--- src/rtl/core/hbs_pkg.sv ---
// Shared types and constants for the heightmap bilinear sampler.
// No dependencies; the interfaces and all modules but hbs_ram import it.
`default_nettype none

package hbs_pkg;

   localparam int QUERY_W  = 20;
   localparam int HEIGHT_W = 16;
   localparam int WIDX_W   = 12;
   localparam int CSR_W    = 13;

   localparam logic [CSR_W-1:0] GRID_WIDTH_RESET   = 13'd64;
   localparam logic [CSR_W-1:0] GRID_ENTRIES_RESET = 13'd4096;

   typedef enum logic [0:0] {
      CSR_GRID_WIDTH   = 1'b0,
      CSR_GRID_ENTRIES = 1'b1
   } csr_index_type;

   typedef struct packed {
      logic                       mode;
      logic [WIDX_W-1:0]          write_index;
      logic signed [HEIGHT_W-1:0] write_height;
      logic signed [QUERY_W-1:0]  query_x;
      logic signed [QUERY_W-1:0]  query_z;
   } req_payload_type;

   typedef struct packed {
      logic signed [HEIGHT_W-1:0] height_out;
      logic                       out_of_bounds;
   } rsp_payload_type;

   // per-stage load strobes of the pipeline
   typedef struct packed {
      logic load1;
      logic load2;
      logic load3;
      logic load_out;
   } pipe_ctrl_type;

endpackage

`default_nettype wire

--- src/rtl/core/hbs_lerp.sv ---
// Stages 2 to 4: x interpolation of both row pairs, then z interpolation and
// floor into the response register. Depends on hbs_pkg.
`default_nettype none

module hbs_lerp #(
   parameter int FRAC_BITS = 8
) (
   input  logic                                   clock,
   input  hbs_pkg::pipe_ctrl_type                 ctrl,
   input  logic [FRAC_BITS-1:0]                   fx_s1,
   input  logic [FRAC_BITS-1:0]                   fz_s1,
   input  logic                                   oob_s1,
   input  logic [3:0][hbs_pkg::HEIGHT_W-1:0]      h,
   output hbs_pkg::rsp_payload_type               rsp_data
);
   import hbs_pkg::*;

   localparam int LW = HEIGHT_W + FRAC_BITS;
   localparam int DW = LW + 2;
   localparam int EW = LW + FRAC_BITS + 2;

   logic [FRAC_BITS-1:0]       fx2_ff;
   logic [FRAC_BITS-1:0]       fz2_ff;
   logic                       oob2_ff;

   logic signed [HEIGHT_W-1:0] h0_c, h1_c, h2_c, h3_c;
   logic signed [FRAC_BITS:0]  fx_s;
   logic signed [HEIGHT_W:0]   d01_c, d23_c;
   logic signed [DW-1:0]       m0_c, m1_c;
   logic signed [LW-1:0]       a0_in, a1_in;

   logic signed [LW-1:0]       a0_ff, a1_ff;
   logic [FRAC_BITS-1:0]       fz3_ff;
   logic                       oob3_ff;

   logic signed [FRAC_BITS:0]  fz_s;
   logic signed [LW:0]         dz_c;
   logic signed [EW-1:0]       mz_c;
   logic signed [EW-1:0]       acc_c;
   logic signed [HEIGHT_W-1:0] height_in;

   logic signed [HEIGHT_W-1:0] height_ff;
   logic                       oob_ff;

   always_ff @(posedge clock) begin
      if (ctrl.load2) begin
         fx2_ff  <= fx_s1;
         fz2_ff  <= fz_s1;
         oob2_ff <= oob_s1;
      end
   end

   // a = h_lo*S + fx*(h_hi - h_lo), a weighted mean that fits LW bits
   always_comb begin
      h0_c  = h[0];
      h1_c  = h[1];
      h2_c  = h[2];
      h3_c  = h[3];
      fx_s  = $signed({1'b0, fx2_ff});
      d01_c = (HEIGHT_W+1)'(h1_c) - (HEIGHT_W+1)'(h0_c);
      d23_c = (HEIGHT_W+1)'(h3_c) - (HEIGHT_W+1)'(h2_c);
      m0_c  = fx_s * d01_c;
      m1_c  = fx_s * d23_c;
      a0_in = LW'((DW'(h0_c) <<< FRAC_BITS) + m0_c);
      a1_in = LW'((DW'(h2_c) <<< FRAC_BITS) + m1_c);
   end

   always_ff @(posedge clock) begin
      if (ctrl.load3) begin
         a0_ff   <= a0_in;
         a1_ff   <= a1_in;
         fz3_ff  <= fz2_ff;
         oob3_ff <= oob2_ff;
      end
   end

   // dropping the low 2*FRAC_BITS bits of a two's complement sum floors it
   always_comb begin
      fz_s  = $signed({1'b0, fz3_ff});
      dz_c  = (LW+1)'(a1_ff) - (LW+1)'(a0_ff);
      mz_c  = fz_s * dz_c;
      acc_c = (EW'(a0_ff) <<< FRAC_BITS) + mz_c;
      height_in = oob3_ff ? '0 : acc_c[2*FRAC_BITS+HEIGHT_W-1:2*FRAC_BITS];
   end

   always_ff @(posedge clock) begin
      if (ctrl.load_out) begin
         height_ff <= height_in;
         oob_ff    <= oob3_ff;
      end
   end

   always_comb begin
      rsp_data.height_out    = height_ff;
      rsp_data.out_of_bounds = oob_ff;
   end

endmodule

`default_nettype wire

--- config.mk ---
export PLATFORM = sky130hd
export DESIGN_NAME = hbs_lerp
export DESIGN_NICKNAME = d
export VERILOG_FILES = /design/src/rtl/core/hbs_pkg.sv /design/src/rtl/core/hbs_lerp.sv
export SDC_FILE = /design/constraint.sdc
export NUM_CORES = 1
export LEC_CHECK = 0
export BUFFER_PORTS_ARGS = -buffer_cell sky130_fd_sc_hd__buf_2
export CORE_MARGIN = 5
export CORE_UTILIZATION = 65
export CTS_BUF_LIST = sky130_fd_sc_hd__clkbuf_4 sky130_fd_sc_hd__clkbuf_8
export CTS_CLUSTER_SIZE = 16
export DETAILED_ROUTE_END_ITERATION = 6
export HOLD_SLACK_MARGIN = 0.15
export PLACE_DENSITY = 0.84
export RECOVER_POWER = 50
export SETUP_SLACK_MARGIN = 0.2
export SYNTH_ARGS = -nofsm -noshare
export SYNTH_HDL_FRONTEND = slang
export SYNTH_SLANG_ARGS = --single-unit
export TNS_END_PERCENT = 5
--- constraint.sdc ---
create_clock -name clock -period 17.8 [get_ports clock]
set_input_delay 3.56 -clock clock [delete_from_list [all_inputs] [get_ports clock]]
set_output_delay 3.56 -clock clock [all_outputs]
set_load 0.01 [all_outputs]
==> flow_metrics.tcl, run 1 <==
set metrics [dict create \
    critPathBufInv 7 \
    finalNetCount 3133 \
    whs_ps 421 \
    clkLatencyLatePin_ps 410 \
    hpwlAfterDp_um 39800 \
    die_w_um 194 \
    cts_sinks 91 \
    synth_edf_count 91 \
    worst_pin_slew_ps 2900 \
    grt_overflow_total 0 \
    ant_nets 0 \
    failed_checks "max-capacitance violations, max-slew violations" \
    final_common_cell "inv_1" \
    ctsLongestPathBuffers 2 \
    fin_worst_skew_ps 23.9 \
    drive_gt1_share_pct 5.98 \
    end_kind "flip-flop" \
    clkTransAtPathRegs_ps 120 \
    slew_violations 58 \
    rows 67 \
    syn_avg_cell_area_um2 9.39 \
    rr_startpoint "a0_ff[0]" \
    relSlewSlack_pct -93.5 \
    required_ps 17940 \
    grt_max_degree 58 \
    wl_um 47400 \
    tns_ps 0 \
    cts_root_buf "clkbuf_8" \
    cts_made_buffers 9 \
    drc 0 \
    slowest_stage "fa_1" \
    fin_crit_sh_pct 60.7 \
    h-tree-depth 3 \
    first_iter_violations 809 \
    fmax_mhz 92.6 \
    n_fill_cell 2466 \
    grt_pass1_vias 17800 \
    ys_types 75 \
    regArea_um2 2730 \
    ys_ff_latch 91 \
    hp-start "fz2_ff[5]" \
    cts_tree "built" \
    crit_path_start "h[32]" \
    cts_resized 0 \
    worstPathArrival_ps 10940 \
    syn_inst 2348 \
    max_stage_delay_ps 550 \
    wire_per_inst_um 16.5 \
    synth_ff_type "edfxtp_1" \
    areaGrowthSynthToFinish_pct 5.02 \
    vias 15900 \
    crit_family "adder cells" \
    finalSetupViolCount 0 \
    period_needed_ps 10800 \
    n_antenna_cell 0 \
    status "finished, violations left" \
    core_um2 33500 \
    cts_hold_buf 0 \
    port_buffers 101 \
    grt_antenna_before_repair 0 \
    io_pins 103 \
    ys_seq_area_share_pct 12.4 \
    worstPathMaxFanout 8 \
    maxCapViolCount 1 \
    post_cts_buffers 0 \
    dieArea_um2 37700 \
    startpoint_type "input port" \
    synth_nets 3063 \
    async_reset_ff_share_pct 0 \
    multi_input_area_um2 17100 \
    min_path_type "reg -> reg" \
    firstDrtPassIters 5 \
    finalHoldViolations 0 \
    mostFrequentLayoutCells "556 x inv_1, 412 x fa_1, 236 x nand2_1" \
    syn_area_um2 22100 \
    rsz0062_at_grt "no" \
    ys_warn_count 0 \
    die_height_um 194 \
    grt_pass1_wl_um 82600 \
    vias_per_cell 5.55 \
    track_usage_pct 26.3 \
    criticalPathCategory "in -> reg" \
    start_util_pct 65.8 \
    place_congestion 0.952 \
]
## layer usage
layer | GRT usage (%) | wire [um] | vias up
li1 | - | - | 7318
met1 | 31.7 | 18000 | 7965
met2 | 48.4 | 25200 | 507
met3 | 2.95 | 2510 | 137
met4 | 10.3 | 1700 | 0
met5 | 0 | 0 | -
## synthesized netlist by cell type (4+ instances only)
cell	count	area share, %
a211oi_1	5	0.17
a21o_1	32	1.1
a21oi_1	70	1.6
a31o_2	4	0.16
and2_1	228	6.5
and3_1	7	0.20
clkbuf_1	45	0.77
edfxtp_1	91	12
fa_1	412	37
ha_1	217	12
inv_1	556	9.5
nand2_1	236	4.0
nand2b_1	25	0.71
nand3_1	13	0.29
nand4_1	4	0.11
nor2_1	70	1.2
nor2b_1	52	1.5
nor3_1	11	0.25
nor3b_1	5	0.17
o211ai_1	5	0.17
o21a_1	11	0.37
o21ai_0	35	0.79
o21ai_1	7	0.16
o21bai_1	11	0.37
o31ai_1	5	0.17
or2_2	4	0.11
or3_1	7	0.20
xnor2_1	87	3.5
xor2_1	24	0.95
## final cells by class
| type | count | share of cell area, % |
|---|---|---|
| Inverter | 556 | 9.01 |
| Sequential cell | 91 | 11.8 |
| Clock buffer | 9 | 0.535 |
| Clock inverter | 7 | 0.302 |
| Timing Repair Buffer | 106 | 2.30 |
| Tap cell | 448 | 2.42 |
| Multi-Input combinational cell | 1654 | 73.6 |
## state kept, by name, summed over array words and instances (netlist names)
name,count
fz3_ff,8
oob_ff,1
a1_ff,24
fz2_ff,8
fx2_ff,8
oob3_ff,1
height_ff,16
a0_ff,24
oob2_ff,1
## through the flow
| stage | util [%] | worst slack [ps] | cell area, um2 | instances |
|---|---|---|---|---|
| after detailed placement | 68.5 | 6600 | 23000 | 2855 |
| final | 69.1 | 7000 | 23200 | 2871 |
| after CTS | 69.1 | 7000 | 23200 | 2871 |
| after global routing | 69.1 | 6490 | 23200 | 2871 |
| after global placement | 68.5 | 6690 | 23000 | 2855 |
| after floorplan | - | 7620 | 22100 | 2348 |
## path summary, 6_finish.rpt
path	to	slack [ps]	depth (start not counted)
worst max-delay path	a1_ff[23]	7000	30
worst min-delay path	fz3_ff[5]	420	0
worst max register to register	height_ff[15]	9180	29
worst min register to register	fz3_ff[5]	420	0
## logic make-up (layout without fill, tap and decap cells)
family                     after synthesis  in the layout  share of synthesized area [%]
AOI/OAI and AO/OA                      231            231                           7.07
xor gates and xnor gates               113            113                           4.55
adders and majority gates              629            629                           49.7
buffers and inverters                  603            678                           10.3
DFF                                     91             91                           12.4
muxes                                    1              1                         0.0454
and+or+nand+nor                        680            680                           16.0
Power of run 1 is left out: the tool's default activity adds up to more than one toggle a clock period on the data nets, which glitch-free logic cannot reach.
==> run 2: changes to the inputs <==
--- a/config.mk
+++ b/config.mk
@@ -7,12 +7,12 @@
 export LEC_CHECK = 0
 export BUFFER_PORTS_ARGS = -buffer_cell sky130_fd_sc_hd__buf_2
 export CORE_MARGIN = 5
-export CORE_UTILIZATION = 65
+export CORE_UTILIZATION = 59
 export CTS_BUF_LIST = sky130_fd_sc_hd__clkbuf_4 sky130_fd_sc_hd__clkbuf_8
 export CTS_CLUSTER_SIZE = 16
 export DETAILED_ROUTE_END_ITERATION = 6
 export HOLD_SLACK_MARGIN = 0.15
-export PLACE_DENSITY = 0.84
+export PLACE_DENSITY = 0.8
 export RECOVER_POWER = 50
 export SETUP_SLACK_MARGIN = 0.2
 export SYNTH_ARGS = -nofsm -noshare
==> constraint.sdc (replaced) <==
create_clock -name clock -period 8.9 [get_ports clock]
set_input_delay 1.78 -clock clock [delete_from_list [all_inputs] [get_ports clock]]
set_output_delay 1.78 -clock clock [all_outputs]
set_load 0.01 [all_outputs]
==> run 2 against run 1 <==
Against the previous run: critical path depth down 1; highest routed layer unchanged; routed wire length up 0.59%; die area up 9.6%; worst hold slack worse by 2.4 ps; the flow still finishes with violations (max-capacitance violations, max-slew violations); cell area up 2.3%; utilization down 4.6 points; non-clock buffer count up 59; largest cell class unchanged; sequential share of layout area down 0.27 points; global-route usage down 2.1 points; critical path type unchanged; critical endpoint is now a0_ff[22].
==> flow_metrics.tcl, run 2 (same netlist as run 1, synthesis figures left out) <==
set metrics [dict create \
    criticalPathCategory "in -> reg" \
    io_pins 103 \
    firstDrtPassIters 7 \
    grt_max_degree 58 \
    critPathBufInv 5 \
    clkLatencyLatePin_ps 410 \
    drive_gt1_share_pct 8.50 \
    vias 16000 \
    rsz0062_at_grt "yes" \
    end_kind "flip-flop" \
    period_needed_ps 8380 \
    drc 0 \
    required_ps 9050 \
    vias_per_cell 5.40 \
    reg_top3 "a0_ff: 24 flops, a1_ff: 24 flops, height_ff: 16 flops" \
    finalSetupViolCount 0 \
    grt_overflow_total 0 \
    port_buffers 101 \
    place_congestion 0.914 \
    wire_per_inst_um 16.1 \
    cts_made_buffers 9 \
    fmax_mhz 119 \
    final_common_cell "inv_1" \
    preCtsSetupSlack_ps -168 \
    track_usage_pct 24.2 \
    fin_area_um2 23700 \
    cts_root_buf "clkbuf_8" \
    setup_slack_ps 521 \
    die_w_um 203 \
    hpwlAfterDp_um 40200 \
    fin_crit_sh_pct 94.1 \
    cts_sinks 91 \
    failed_checks "max-capacitance violations, max-slew violations" \
    wl_um 47700 \
    grt_antenna_before_repair 2 \
    worstPathArrival_ps 8530 \
    ant_nets 0 \
    relSlewSlack_pct -91.7 \
    dieArea_um2 41400 \
    die_height_um 203 \
    placed_cell_area_um2 23400 \
    status "finished, violations left" \
    first_iter_violations 798 \
    critPathMostFrequentCell "fa_1" \
    rows 70 \
    dr.max_layer_used "met4" \
    core_um2 36800 \
    clkTransAtPathRegs_ps 110 \
    startpoint_type "input port" \
    finalHoldViolations 0 \
    ctsLongestPathBuffers 2 \
    wl_met1_um 19300 \
    worst_pin_slew_ps 2880 \
    mostFrequentLayoutCells "556 x inv_1, 412 x fa_1, 236 x nand2_1" \
    slew_violations 58 \
    grt_pass1_wl_um 82100 \
    worstPathMaxFanout 10 \
    start_util_pct 60.0 \
    fin_worst_skew_ps 16.1 \
    h-tree-depth 3 \
    wl_met3_um 1930 \
    slowest_stage "fa_1" \
    grt_pass1_vias 17600 \
    finalNetCount 3192 \
    max_stage_delay_ps 630 \
    cts_tree "built" \
    min_path_type "reg -> reg" \
    maxCapViolCount 1 \
    crit_family "adder cells" \
    areaGrowthSynthToFinish_pct 7.48 \
    cts_hold_buf 0 \
    route.met2.wl_um 25400 \
]
[run 2: changes by cell type in the layout (fill, tap and decap cells not counted), sizes merged]
cell	change
clkinvlp	-1
clkbuf	-1
bufinv	+1
buf	+60
diode	+2
[run 2: worst paths after layout]
path / from / to / slack [ps] / cells after the start
hold reg to reg: fz2_ff[6] / fz3_ff[6] / 420 / 0
hold / removal: fz2_ff[6] / fz3_ff[6] / 420 / 0
setup / recovery: h[0] / a0_ff[22] / 520 / 29
setup reg to reg: a0_ff[1] / height_ff[13] / 800 / 30
[run 2: timing repair]
item | in CTS | in global routing
gates resized for setup | 0 | 11
endpoints found under the hold margin | 0 | 0
endpoints found under the setup margin | 0 | 8
setup buffers | 0 | 1
[run 2: cell type report]
cell class              instances  area, um2
diodes                          2       5.00
clock buffers                   9        124
clock inverters                 7        103
fillers                      2910      13100
inverters                     556       2090
multi-input cells            1654      17100
flip-flops and latches         91       2730
well taps                     468        586
repair buffers                165        977
[run 2: metal layers]
layer  vias to the layer above  GRT usage (%)
met1                      8046           29.4
met4                         0           6.82
met5                         -              0
met2                       372           45.5
li1                       7438              -
met3                        96           2.80
[run 2: through the flow]
| stage | std cells | hold WS [ps] | TNS (ps) | utilization, % |
|---|---|---|---|---|
| global placement | 2933 | 405 | -55.2 | 63.7 |
| CTS | 2949 | 421 | 0 | 64.3 |
| finish | 2952 | 419 | 0 | 64.4 |
| detailed placement | 2933 | 406 | -384 | 63.7 |
| floorplan | 2348 | 400 | 0 | - |
| global route | 2951 | 440 | 0 | 64.4 |
Power of run 2 is left out for the same reason.
