### config.mk
export PLATFORM = sky130hd
export DESIGN_NAME = hbs_corner
export DESIGN_NICKNAME = d
export VERILOG_FILES = /design/src/rtl/core/hbs_pkg.sv /design/src/rtl/core/hbs_corner.sv
export SDC_FILE = /design/constraint.sdc
export NUM_CORES = 1
export LEC_CHECK = 0
export BUFFER_PORTS_ARGS = -buffer_cell sky130_fd_sc_hd__buf_2
export CELL_PAD_IN_SITES_DETAIL_PLACEMENT = 2
export CELL_PAD_IN_SITES_GLOBAL_PLACEMENT = 2
export CORE_AREA = 3 3 192 147
export CTS_BUF_LIST = sky130_fd_sc_hd__clkbuf_16
export CTS_CLUSTER_DIAMETER = 30
export CTS_CLUSTER_SIZE = 25
export DETAILED_ROUTE_END_ITERATION = 10
export DIE_AREA = 0 0 195 150
export GPL_TIMING_DRIVEN = 0
export MAX_ROUTING_LAYER = met4
export PLACE_DENSITY_LB_ADDON = 0.12
export RECOVER_POWER = 100
export SYNTH_ARGS = -nofsm -noshare
export SYNTH_HDL_FRONTEND = slang
export SYNTH_SLANG_ARGS = --single-unit
### constraint.sdc
create_clock -name clock -period 11.3 [get_ports clock]
set_input_delay 1.13 -clock clock [delete_from_list [all_inputs] [get_ports clock]]
set_output_delay 1.13 -clock clock [all_outputs]
set_load 0.01 [all_outputs]
### src/rtl/core/hbs_pkg.sv
// Shared types and constants for the heightmap bilinear sampler.
// No dependencies; the interfaces and all modules but hbs_ram import it.
`default_nettype none

package hbs_pkg;

   localparam int QUERY_W  = 20;
   localparam int HEIGHT_W = 16;
   localparam int WIDX_W   = 12;
   localparam int CSR_W    = 13;

   localparam logic [CSR_W-1:0] GRID_WIDTH_RESET   = 13'd64;
   localparam logic [CSR_W-1:0] GRID_ENTRIES_RESET = 13'd4096;

   typedef enum logic [0:0] {
      CSR_GRID_WIDTH   = 1'b0,
      CSR_GRID_ENTRIES = 1'b1
   } csr_index_type;

   typedef struct packed {
      logic                       mode;
      logic [WIDX_W-1:0]          write_index;
      logic signed [HEIGHT_W-1:0] write_height;
      logic signed [QUERY_W-1:0]  query_x;
      logic signed [QUERY_W-1:0]  query_z;
   } req_payload_type;

   typedef struct packed {
      logic signed [HEIGHT_W-1:0] height_out;
      logic                       out_of_bounds;
   } rsp_payload_type;

   // per-stage load strobes of the pipeline
   typedef struct packed {
      logic load1;
      logic load2;
      logic load3;
      logic load_out;
   } pipe_ctrl_type;

endpackage

`default_nettype wire

### src/rtl/core/hbs_corner.sv
// Stage 1: floors the query position, forms the base index and derives the
// four corner addresses, bound check and write port. Depends on hbs_pkg.
`default_nettype none

module hbs_corner #(
   parameter int MAX_ENTRIES = 4096,
   parameter int FRAC_BITS   = 8,
   parameter int AW          = 12
) (
   input  logic                                clock,
   input  logic                                load,
   input  hbs_pkg::req_payload_type            req_data,
   input  logic [hbs_pkg::CSR_W-1:0]           grid_width,
   input  logic [hbs_pkg::CSR_W-1:0]           grid_entries,
   output logic                                is_query,
   output logic [3:0][AW-1:0]                  rd_addr,
   output logic                                oob,
   output logic                                wr_ok,
   output logic [AW-1:0]                       wr_addr,
   output logic [hbs_pkg::HEIGHT_W-1:0]        wr_data,
   output logic [FRAC_BITS-1:0]                fx,
   output logic [FRAC_BITS-1:0]                fz
);
   import hbs_pkg::*;

   localparam int IW = QUERY_W - FRAC_BITS;
   localparam int PW = IW + CSR_W + 3;
   localparam logic [16:0] MAX_IDX = 17'(MAX_ENTRIES);

   logic signed [IW-1:0]       x0_c;
   logic signed [IW-1:0]       z0_c;
   logic signed [IW+CSR_W:0]   prod_c;
   logic signed [PW-1:0]       p0_in;
   logic signed [PW-1:0]       p0_ff;
   logic                       mode_ff;
   logic [WIDX_W-1:0]          widx_ff;
   logic [HEIGHT_W-1:0]        wh_ff;
   logic [FRAC_BITS-1:0]       fx_ff;
   logic [FRAC_BITS-1:0]       fz_ff;

   logic [3:0][PW-1:0]         p_c;
   logic [PW-1:0]              w_ext;
   logic [PW-1:0]              ent_ext;
   logic [PW-1:0]              max_ext;
   logic [PW-1:0]              bound_c;
   logic [3:0]                 out_c;
   logic [16:0]                widx_ext;

   // floor of a two's complement fixed-point value is its upper bits
   always_comb begin
      x0_c   = req_data.query_x[QUERY_W-1:FRAC_BITS];
      z0_c   = req_data.query_z[QUERY_W-1:FRAC_BITS];
      prod_c = z0_c * $signed({1'b0, grid_width});
      p0_in  = PW'(prod_c) + PW'(x0_c);
   end

   always_ff @(posedge clock) begin
      if (load) begin
         p0_ff   <= p0_in;
         mode_ff <= req_data.mode;
         widx_ff <= req_data.write_index;
         wh_ff   <= req_data.write_height;
         fx_ff   <= req_data.query_x[FRAC_BITS-1:0];
         fz_ff   <= req_data.query_z[FRAC_BITS-1:0];
      end
   end

   always_comb begin
      w_ext   = PW'(grid_width);
      ent_ext = PW'(grid_entries);
      max_ext = PW'(MAX_ENTRIES);
      bound_c = (ent_ext < max_ext) ? ent_ext : max_ext;
      p_c[0]  = p0_ff;
      p_c[1]  = p0_ff + PW'(1);
      p_c[2]  = p0_ff + w_ext;
      p_c[3]  = p0_ff + w_ext + PW'(1);
      for (int k = 0; k < 4; k++) begin
         out_c[k]   = p_c[k][PW-1] || (p_c[k] >= bound_c);
         rd_addr[k] = p_c[k][AW-1:0];
      end
      widx_ext = 17'(widx_ff);
   end

   assign oob      = |out_c;
   assign is_query = mode_ff;
   assign wr_ok    = widx_ext < MAX_IDX;
   assign wr_addr  = widx_ext[AW-1:0];
   assign wr_data  = wh_ff;
   assign fx       = fx_ff;
   assign fz       = fz_ff;

endmodule

`default_nettype wire

==> results by stage, run 1 <==
Outcome:
- The run finished, with violations left.
- The checks that failed: max-capacitance violations, max-slew violations.

Worst setup path:
- The kind of end point of the critical path is an output port.
- The endpoint arrival time on the critical path is 6370 ps.
- The critical path startpoint category is an input pin.
- Along the worst path, the maximum fanout reaches 5.
- The type of the worst setup path is input pin to output port.
- STA puts the critical path data required time at 10,170 ps.

Floorplan:
- The chip height is 150 um.
- The core region area is 26,680 sq um.
- The effective utilization at floorplan is 38.75%.
- The number of placement rows is 52.
- For this design the top-level I/O count stands at 192.
- The die outline area is 29,250 sq um.
- Measured along the x axis, the die boundary spans 195 um.

Clock network:
- The clock tree synthesis step divided the H-tree into 3 levels.
- The number of setup buffers added after CTS is 0.
- The TritonCTS clock tree is yes.
- After clock tree synthesis, the repair step resized 0 gates.
- The count of clock tree sinks is 72.
- The number of hold buffers added after CTS is 0.
- The number of buffers created by CTS is 9.
- The buffer depth of the longest clock path is 2.
- After clock tree synthesis, the clock-pin slew on the worst setup and hold paths is 60 ps.
- The tree is rooted in a sky130_fd_sc_hd__clkbuf_16.

Pwr:
- Of the total power, the share spent switching nets is 49.43%.
- Cell internal power was estimated by the tool at 1.910 mW.
- In this run the power density over the cells is 315.9 nW/um^2.
- The combinational cell fraction of total power is 76.4%.
- The power share of the clock group is 8.9%.
- The maximum ir drop on the vdd rail is 0.1929 mV.
- The total power after layout is 3.776 mW.
- The static leakage power is 5.754 nW.
- Registers are responsible for 14.7% of the overall power.
- For this design the total switching power over the nets is 1.867 mW.

Synthesis:
- The cell count after synthesis is 1,024.
- For this run, the number of Yosys warnings is 0.
- The post-synthesis net count is 1,412.
- Counting distinct cell types in the post-synthesis netlist gives 58.
- The share of synthesized flip-flops with an asynchronous set or reset is 0%.
- The primary flip-flop cell chosen by synthesis mapping is sky130_fd_sc_hd__edfxtp_1.
- The number of synthesized flops with an enable pin is 72.
- The average instance area after synthesis is 10.09 sq um.
- After synthesis the netlist holds a flip-flop and latch count of 72.
- The cell area after technology mapping is 10,340 sq um.
- Sequential cells were found to cover 20.92% of the synthesized design area.

STA:
- Hold timing on the final database bottoms out at a slack of 959.4 ps.
- The maximum clock rate is 0.1334 GHz.
- The worst-margin pin slew is 4080 ps.
- The final critical path takes up 66.33% of the cycle.
- Setup total negative slack on the finished layout was measured at 0 ps.
- In this run the tightest slew margin relative to its limit is -172.0%.
- The time the final worst path needs with I/O delays and setup is 7496 ps.
- Setup violations remaining at the end of the flow were counted as 0.
- The post-route worst setup slack is 3804 ps.
- The count of endpoints failing hold in the final timing report is 0.
- Setup repair after global routing left no endpoint under its margin.
- The total count of max-transition violations in the final report is 73.

GRT:
- Entering global routing, the biggest net connects 73 pins.
- The initial antenna violation count was 1.
- The global-route wire length before repair is 52,050 um.
- The number of global-route vias before repair is 9,403.
- Global routing consumed, over all layers together, 23.60% of the routing resources.
- The sum of overflow across all layers after global routing is 0.

Layout:
- The filler cells instantiated in the layout total 2,975.
- The final layout contains 1,613 nets.
- Compared with the post-synthesis result, the final layout area differs by 15.66%.
- The share of layout cells above drive strength 1 is 11.30%.
- The number of antenna diodes in the final layout is 0.

Detailed routing:
- In this run, the number of DRC markers left after iteration 0 of detailed routing was 436.
- The overall routed net length is 32,880 um.
- The length of the first detailed-routing pass in iterations is 4.
- The detail-routed net length per standard cell is 20.80 um.
- The average vias per placed instance is 5.139.
- The detailed router placed 8,125 vias in this run.
- The post-route antenna net violation count is 0.
- For this run, design rule violations remaining after detail routing come to 0.

Place:
- The detailed placer's ending HPWL is 27,840 um.
- The post-placement setup slack is 3749 ps.
- The routability congestion estimate is 0.8594.
- During placement, the flow inserted port buffers numbering 190.

Hold path:
- In this run the worst hold path is classified as input pin to flop.
- Along the worst hold path, the cell count comes to 1.

Job:
- The max capacitance violation total is 1.
logic make-up after synthesis:
| logic type | Yosys count | share of synthesized area, % |
|---|---|---|
| fa+ha+maj | 291 | 45.10 |
| simple gates | 281 | 13.36 |
| buf+inv | 198 | 7.662 |
| compound gates | 124 | 8.062 |
| flops | 72 | 20.92 |
| xor+xnor | 55 | 4.660 |
| mux | 2 | 0.1937 |
| other cells | 1 | 0.03628 |
placed cells by master, fill, tap and decap left out, types with 18 or more instances in the layout:
cell                       netlist  layout
sky130_fd_sc_hd__fa_1          136     136
sky130_fd_sc_hd__o21ai_0        15      18
sky130_fd_sc_hd__inv_1         158     159
sky130_fd_sc_hd__xnor2_1        35      35
sky130_fd_sc_hd__xor2_1         20      20
sky130_fd_sc_hd__clkbuf_1       26     109
sky130_fd_sc_hd__nor2_1         31      31
sky130_fd_sc_hd__edfxtp_1       72      72
sky130_fd_sc_hd__nand2_1       117     117
sky130_fd_sc_hd__and2_1         55      51
sky130_fd_sc_hd__a21oi_1        34      34
sky130_fd_sc_hd__ha_1          155     155
sky130_fd_sc_hd__buf_2           0     107
metrics by stage:
stage / cell area (sq um) / cells / utilization, %
finish: 11960 / 1581 / 44.82
global placement: 11730 / 1565 / 43.96
floorplan: 10340 / 1024 / -
detailed placement: 11730 / 1565 / 43.97
CTS: 12070 / 1581 / 45.26
global route: 11960 / 1581 / 44.82
final cells by class:
type / instances / area (sq um) / share of cell area, %
tap: 351 / 439.2 / 3.673
sequential: 72 / 2162 / 18.08
clock inverter: 7 / 118.9 / 0.9942
timing repair buffer: 190 / 847.1 / 7.085
inverter: 159 / 596.8 / 4.992
buffer: 39 / 195.2 / 1.633
multi-input combinational: 754 / 7371 / 61.65
clock buffer: 9 / 225.2 / 1.884
path summary, 6_finish.rpt:
| path | from | to |
|---|---|---|
| setup / recovery | grid_width[1] | oob |
| hold / removal | req_data[68] | is_query |
cells in the mapped netlist, drive strengths merged, types with 8 or more instances:
master,count,area share (%)
a21oi,35,1.7
nand2b,9,0.54
xor2,20,1.7
a21o,16,1.2
and2,55,3.3
edfxtp,72,21
nand4,17,1.0
o21a,9,0.65
o21ai,20,0.97
a211oi,8,0.63
nand2,117,4.2
xnor2,35,3.0
nand3,12,0.58
fa,136,26
and3,8,0.48
inv,158,5.7
ha,155,19
nor3,8,0.39
clkbuf,26,0.94
nor2,31,1.1
buf,13,0.94
power by group through the flow:
stage          clock [mW]  combinational (mW)  sequential, mW
6_report            0.336                2.88           0.556
5_1_grt             0.357                3.29           0.567
4_1_cts             0.345                2.97           0.556
3_5_place_dp            0                2.92           0.560
3_3_place_gp            0                2.79           0.559
2_1_floorplan           0                2.09           0.529
critical path, cell delays in order:
cell and delay [ps]:
sky130_fd_sc_hd__clkbuf_1 430, sky130_fd_sc_hd__ha_1 350, sky130_fd_sc_hd__a211o_1 300, sky130_fd_sc_hd__a2111oi_0 610
sky130_fd_sc_hd__o21ai_0 340, sky130_fd_sc_hd__a31oi_1 250, sky130_fd_sc_hd__o21ai_0 110, sky130_fd_sc_hd__xor2_1 480
sky130_fd_sc_hd__nor4bb_1 520, sky130_fd_sc_hd__xor2_1 130, sky130_fd_sc_hd__ha_1 240, sky130_fd_sc_hd__nor3_1 140
sky130_fd_sc_hd__nand4_1 110, sky130_fd_sc_hd__a211oi_1 300, sky130_fd_sc_hd__o21ai_0 160, sky130_fd_sc_hd__nor4_1 300
sky130_fd_sc_hd__nand4_1 150, sky130_fd_sc_hd__a31o_1 200, sky130_fd_sc_hd__clkbuf_1 130
flip-flops by register name, indices dropped and copies added (netlist names):
name,cells
p0_ff,27
fx,8
wr_addr,12
fz,8
wr_data,16
is_query,1
per-layer routing:
metal	global-route usage [%]	wire [um]	vias to the layer above
li1	-	-	3779
met1	30.55	14570	4171
met2	40.65	16490	156
met3	3.849	1588	19
met4	2.672	234	0
met5	-	0	-
No activity file was read; power rests on OpenSTA's default activity.
==> inputs of run 2 (changes only) <==
--- a/config.mk
+++ b/config.mk
@@ -8,12 +8,12 @@
 export BUFFER_PORTS_ARGS = -buffer_cell sky130_fd_sc_hd__buf_2
 export CELL_PAD_IN_SITES_DETAIL_PLACEMENT = 2
 export CELL_PAD_IN_SITES_GLOBAL_PLACEMENT = 2
-export CORE_AREA = 3 3 192 147
+export CORE_AREA = 3 3 197 151
 export CTS_BUF_LIST = sky130_fd_sc_hd__clkbuf_16
 export CTS_CLUSTER_DIAMETER = 30
 export CTS_CLUSTER_SIZE = 25
 export DETAILED_ROUTE_END_ITERATION = 10
-export DIE_AREA = 0 0 195 150
+export DIE_AREA = 0 0 200 154
 export GPL_TIMING_DRIVEN = 0
 export MAX_ROUTING_LAYER = met4
 export PLACE_DENSITY_LB_ADDON = 0.12
==> constraint.sdc (replaced) <==
create_clock -name clock -period 7.3 [get_ports clock]
set_input_delay 0.73 -clock clock [delete_from_list [all_inputs] [get_ports clock]]
set_output_delay 0.73 -clock clock [all_outputs]
set_load 0.01 [all_outputs]
==> results by stage, run 2 (same netlist as run 1, synthesis figures left out) <==
Layout:
- Counting flops per register, the top entry is p0_ff.
- The library cell used most frequently in the layout, excluding fill and tap cells, is sky130_fd_sc_hd__inv_1.
- The top cell types in the final layout, fill and taps aside, are 159 x sky130_fd_sc_hd__inv_1, 155 x sky130_fd_sc_hd__ha_1, 136 x sky130_fd_sc_hd__fa_1.
- Compared with the post-synthesis result, the final layout area differs by 15.70%.
- The share of layout cells above drive strength 1 is 11.38%.
- The register with the most flip-flops in the layout has 27 of them.
- For this run, the post-layout net count is 1,613.

Pwr:
- The total power after layout is 5.724 mW.
- The worst-case IR drop observed on VDD is 0.2872 mV.
- The analysis attributes to cell leakage a power of 5.736 nW.
- The total power per unit cell area is 478.6 nW/um^2.

Detailed routing:
- The average vias per placed instance is 5.019.
- After detailed routing, the number of remaining DRC violations is 0.
- The overall routed net length is 31,900 um.
- The post-route antenna net violation count is 0.
- The length of the first detailed-routing pass in iterations is 4.
- The number of vias after detailed routing is 8,111.
- The initial DRC count is 301.
- Dividing the detail-routed wire length by the instance count gives 19.74 um.

Clock network:
- The buffer depth of the longest clock path is 2.
- In this run, CTS created clock tree buffers numbering 9.
- The clock tree synthesis step divided the H-tree into 3 levels.
- TritonCTS built the clock tree.
- The number of setup buffers added after CTS is 0.
- The tree is rooted in a sky130_fd_sc_hd__clkbuf_16.
- The number of hold buffers added after CTS is 0.
- The clock slew seen by the registers of the worst setup and hold paths is 60 ps.
- The count of clock tree sinks is 72.
- The number of gates resized after CTS was 0.

Worst setup path:
- Of all nets on the critical path, the largest fanout is 10.
- The kind of end point of the critical path is a flop.
- The endpoint arrival time on the critical path is 6880 ps.
- The critical path startpoint category is an input pin.
- The type of the worst setup path is input pin to flop.
- The required time at the endpoint of the critical path is 7390 ps.
- The launch point of the worst path is req_data[10].

Place:
- The post-placement setup slack is 163.8 ps.
- The congestion estimate from routability-driven global placement came to 0.8042.
- Detailed placement ended at an HPWL of 27,170 um.
- The count of buffers added on input and output ports is 190.

STA:
- Based on the critical path, the design can be clocked at up to 0.1471 GHz.
- The total count of max-transition violations in the final report was 73.
- The count of endpoints failing hold in the final timing report is 0.
- The post-route worst setup slack is 503.2 ps.
- Setup repair after global routing left no endpoint under its margin.
- Hold timing on the final database bottoms out at a slack of 556.6 ps.
- Of the available clock period, the critical path in the final layout requires 93.11%.
- The setup total negative slack is 0 ps.
- The worst path in the final design needs a cycle of 6797 ps, including I/O delays and setup.
- The total of endpoints with negative setup slack in the final report is 0.
- The max-slew headroom at the worst pin is -175.3%.
- The worst-margin pin slew is 4130 ps.

Outcome:
- The run finished, with violations left.
- The final reports fail on max-capacitance violations, max-slew violations.

GRT:
- The initial antenna violation count is 2.
- Entering global routing, the biggest net connects 73 pins.
- Global routing finished with a remaining overflow of 0.
- The number of global-route vias before repair is 9,189.
- Global routing used 21.97% of the available tracks.
- The global-route wire length before repair is 50,820 um.

Floorplan:
- The initial utilization of the core area, before any placement, comes to 37.02%.
- The number of placement rows is 53.
- The number of top-level pins is 192.
- In this run the standard cell core region covers 27,920 sq um.
- The overall die width is 200 um.
- The chip height is 154 um.
- The die outline area is 30,800 sq um.

Hold path:
- In this run the worst hold path is classified as input pin to flop.
- The worst hold path begins at req_data[65].
- Along the worst hold path, the cell count comes to 1.

Job:
- The max capacitance violation total is 1.
-- run 2: changes by cell type in the layout (fill, tap and decap cells not counted) --
cell and change:
sky130_fd_sc_hd__and2_0 -2, sky130_fd_sc_hd__and2_1 +2, sky130_fd_sc_hd__bufinv_16 -2, sky130_fd_sc_hd__a211oi_1 -1
sky130_fd_sc_hd__a211oi_2 +1, sky130_fd_sc_hd__clkinv_2 +1, sky130_fd_sc_hd__clkinv_4 +1, sky130_fd_sc_hd__diode_2 +1
-- run 2: area by class of cell --
cell class / instances / area, sq um
clock buffers: 9 / 225.2
clock inverters: 7 / 72.57
fillers: 3086 / 15960
diodes: 1 / 2.502
inverters: 159 / 596.8
well taps: 385 / 481.7
repair buffers: 190 / 847.1
plain buffers: 39 / 195.2
multi-input cells: 754 / 7376
flip-flops and latches: 72 / 2162
-- run 2: power breakdown --
group / internal, mW / total (mW) / switching, mW
Combinational: 1.87 / 4.41 / 2.54
Clock: 0.265 / 0.451 / 0.186
Sequential: 0.738 / 0.863 / 0.125
-- run 2: per-layer routing --
| metal | global-route usage [%] | wire length [um] |
|---|---|---|
| met2 | 36.28 | 15720 |
| met5 | - | 0 |
| met1 | 29.17 | 14110 |
| met3 | 3.461 | 1697 |
| met4 | 3.520 | 376 |
-- run 2: stage by stage --
stage | util, % | std cells | instance area (sq um)
6_report | 42.84 | 1616 | 11960
5_1_grt | 42.84 | 1616 | 11960
4_1_cts | 43.23 | 1615 | 12070
3_5_place_dp | 42.16 | 1599 | 11770
3_3_place_gp | 42.15 | 1599 | 11770
2_1_floorplan | - | 1024 | 10340
-- run 2: critical path, cell delays in order --
cell and delay [ps]:
sky130_fd_sc_hd__clkbuf_1 240, sky130_fd_sc_hd__clkbuf_1 560, sky130_fd_sc_hd__nand2_1 190, sky130_fd_sc_hd__fa_1 570, sky130_fd_sc_hd__inv_1 50, sky130_fd_sc_hd__fa_1 480, sky130_fd_sc_hd__fa_1 530, sky130_fd_sc_hd__fa_1 450
sky130_fd_sc_hd__fa_1 590, sky130_fd_sc_hd__fa_1 430, sky130_fd_sc_hd__ha_1 270, sky130_fd_sc_hd__or3_1 370, sky130_fd_sc_hd__o211a_1 270, sky130_fd_sc_hd__o21a_1 190, sky130_fd_sc_hd__o41ai_1 460, sky130_fd_sc_hd__o21ba_1 220
sky130_fd_sc_hd__o21ai_0 110, sky130_fd_sc_hd__xor2_1 160
-- run 2: final timing paths --
| kind | to | slack, ps |
|---|---|---|
| setup / recovery | p0_ff[22] | 500 |
| hold / removal | wr_addr[9] | 560 |
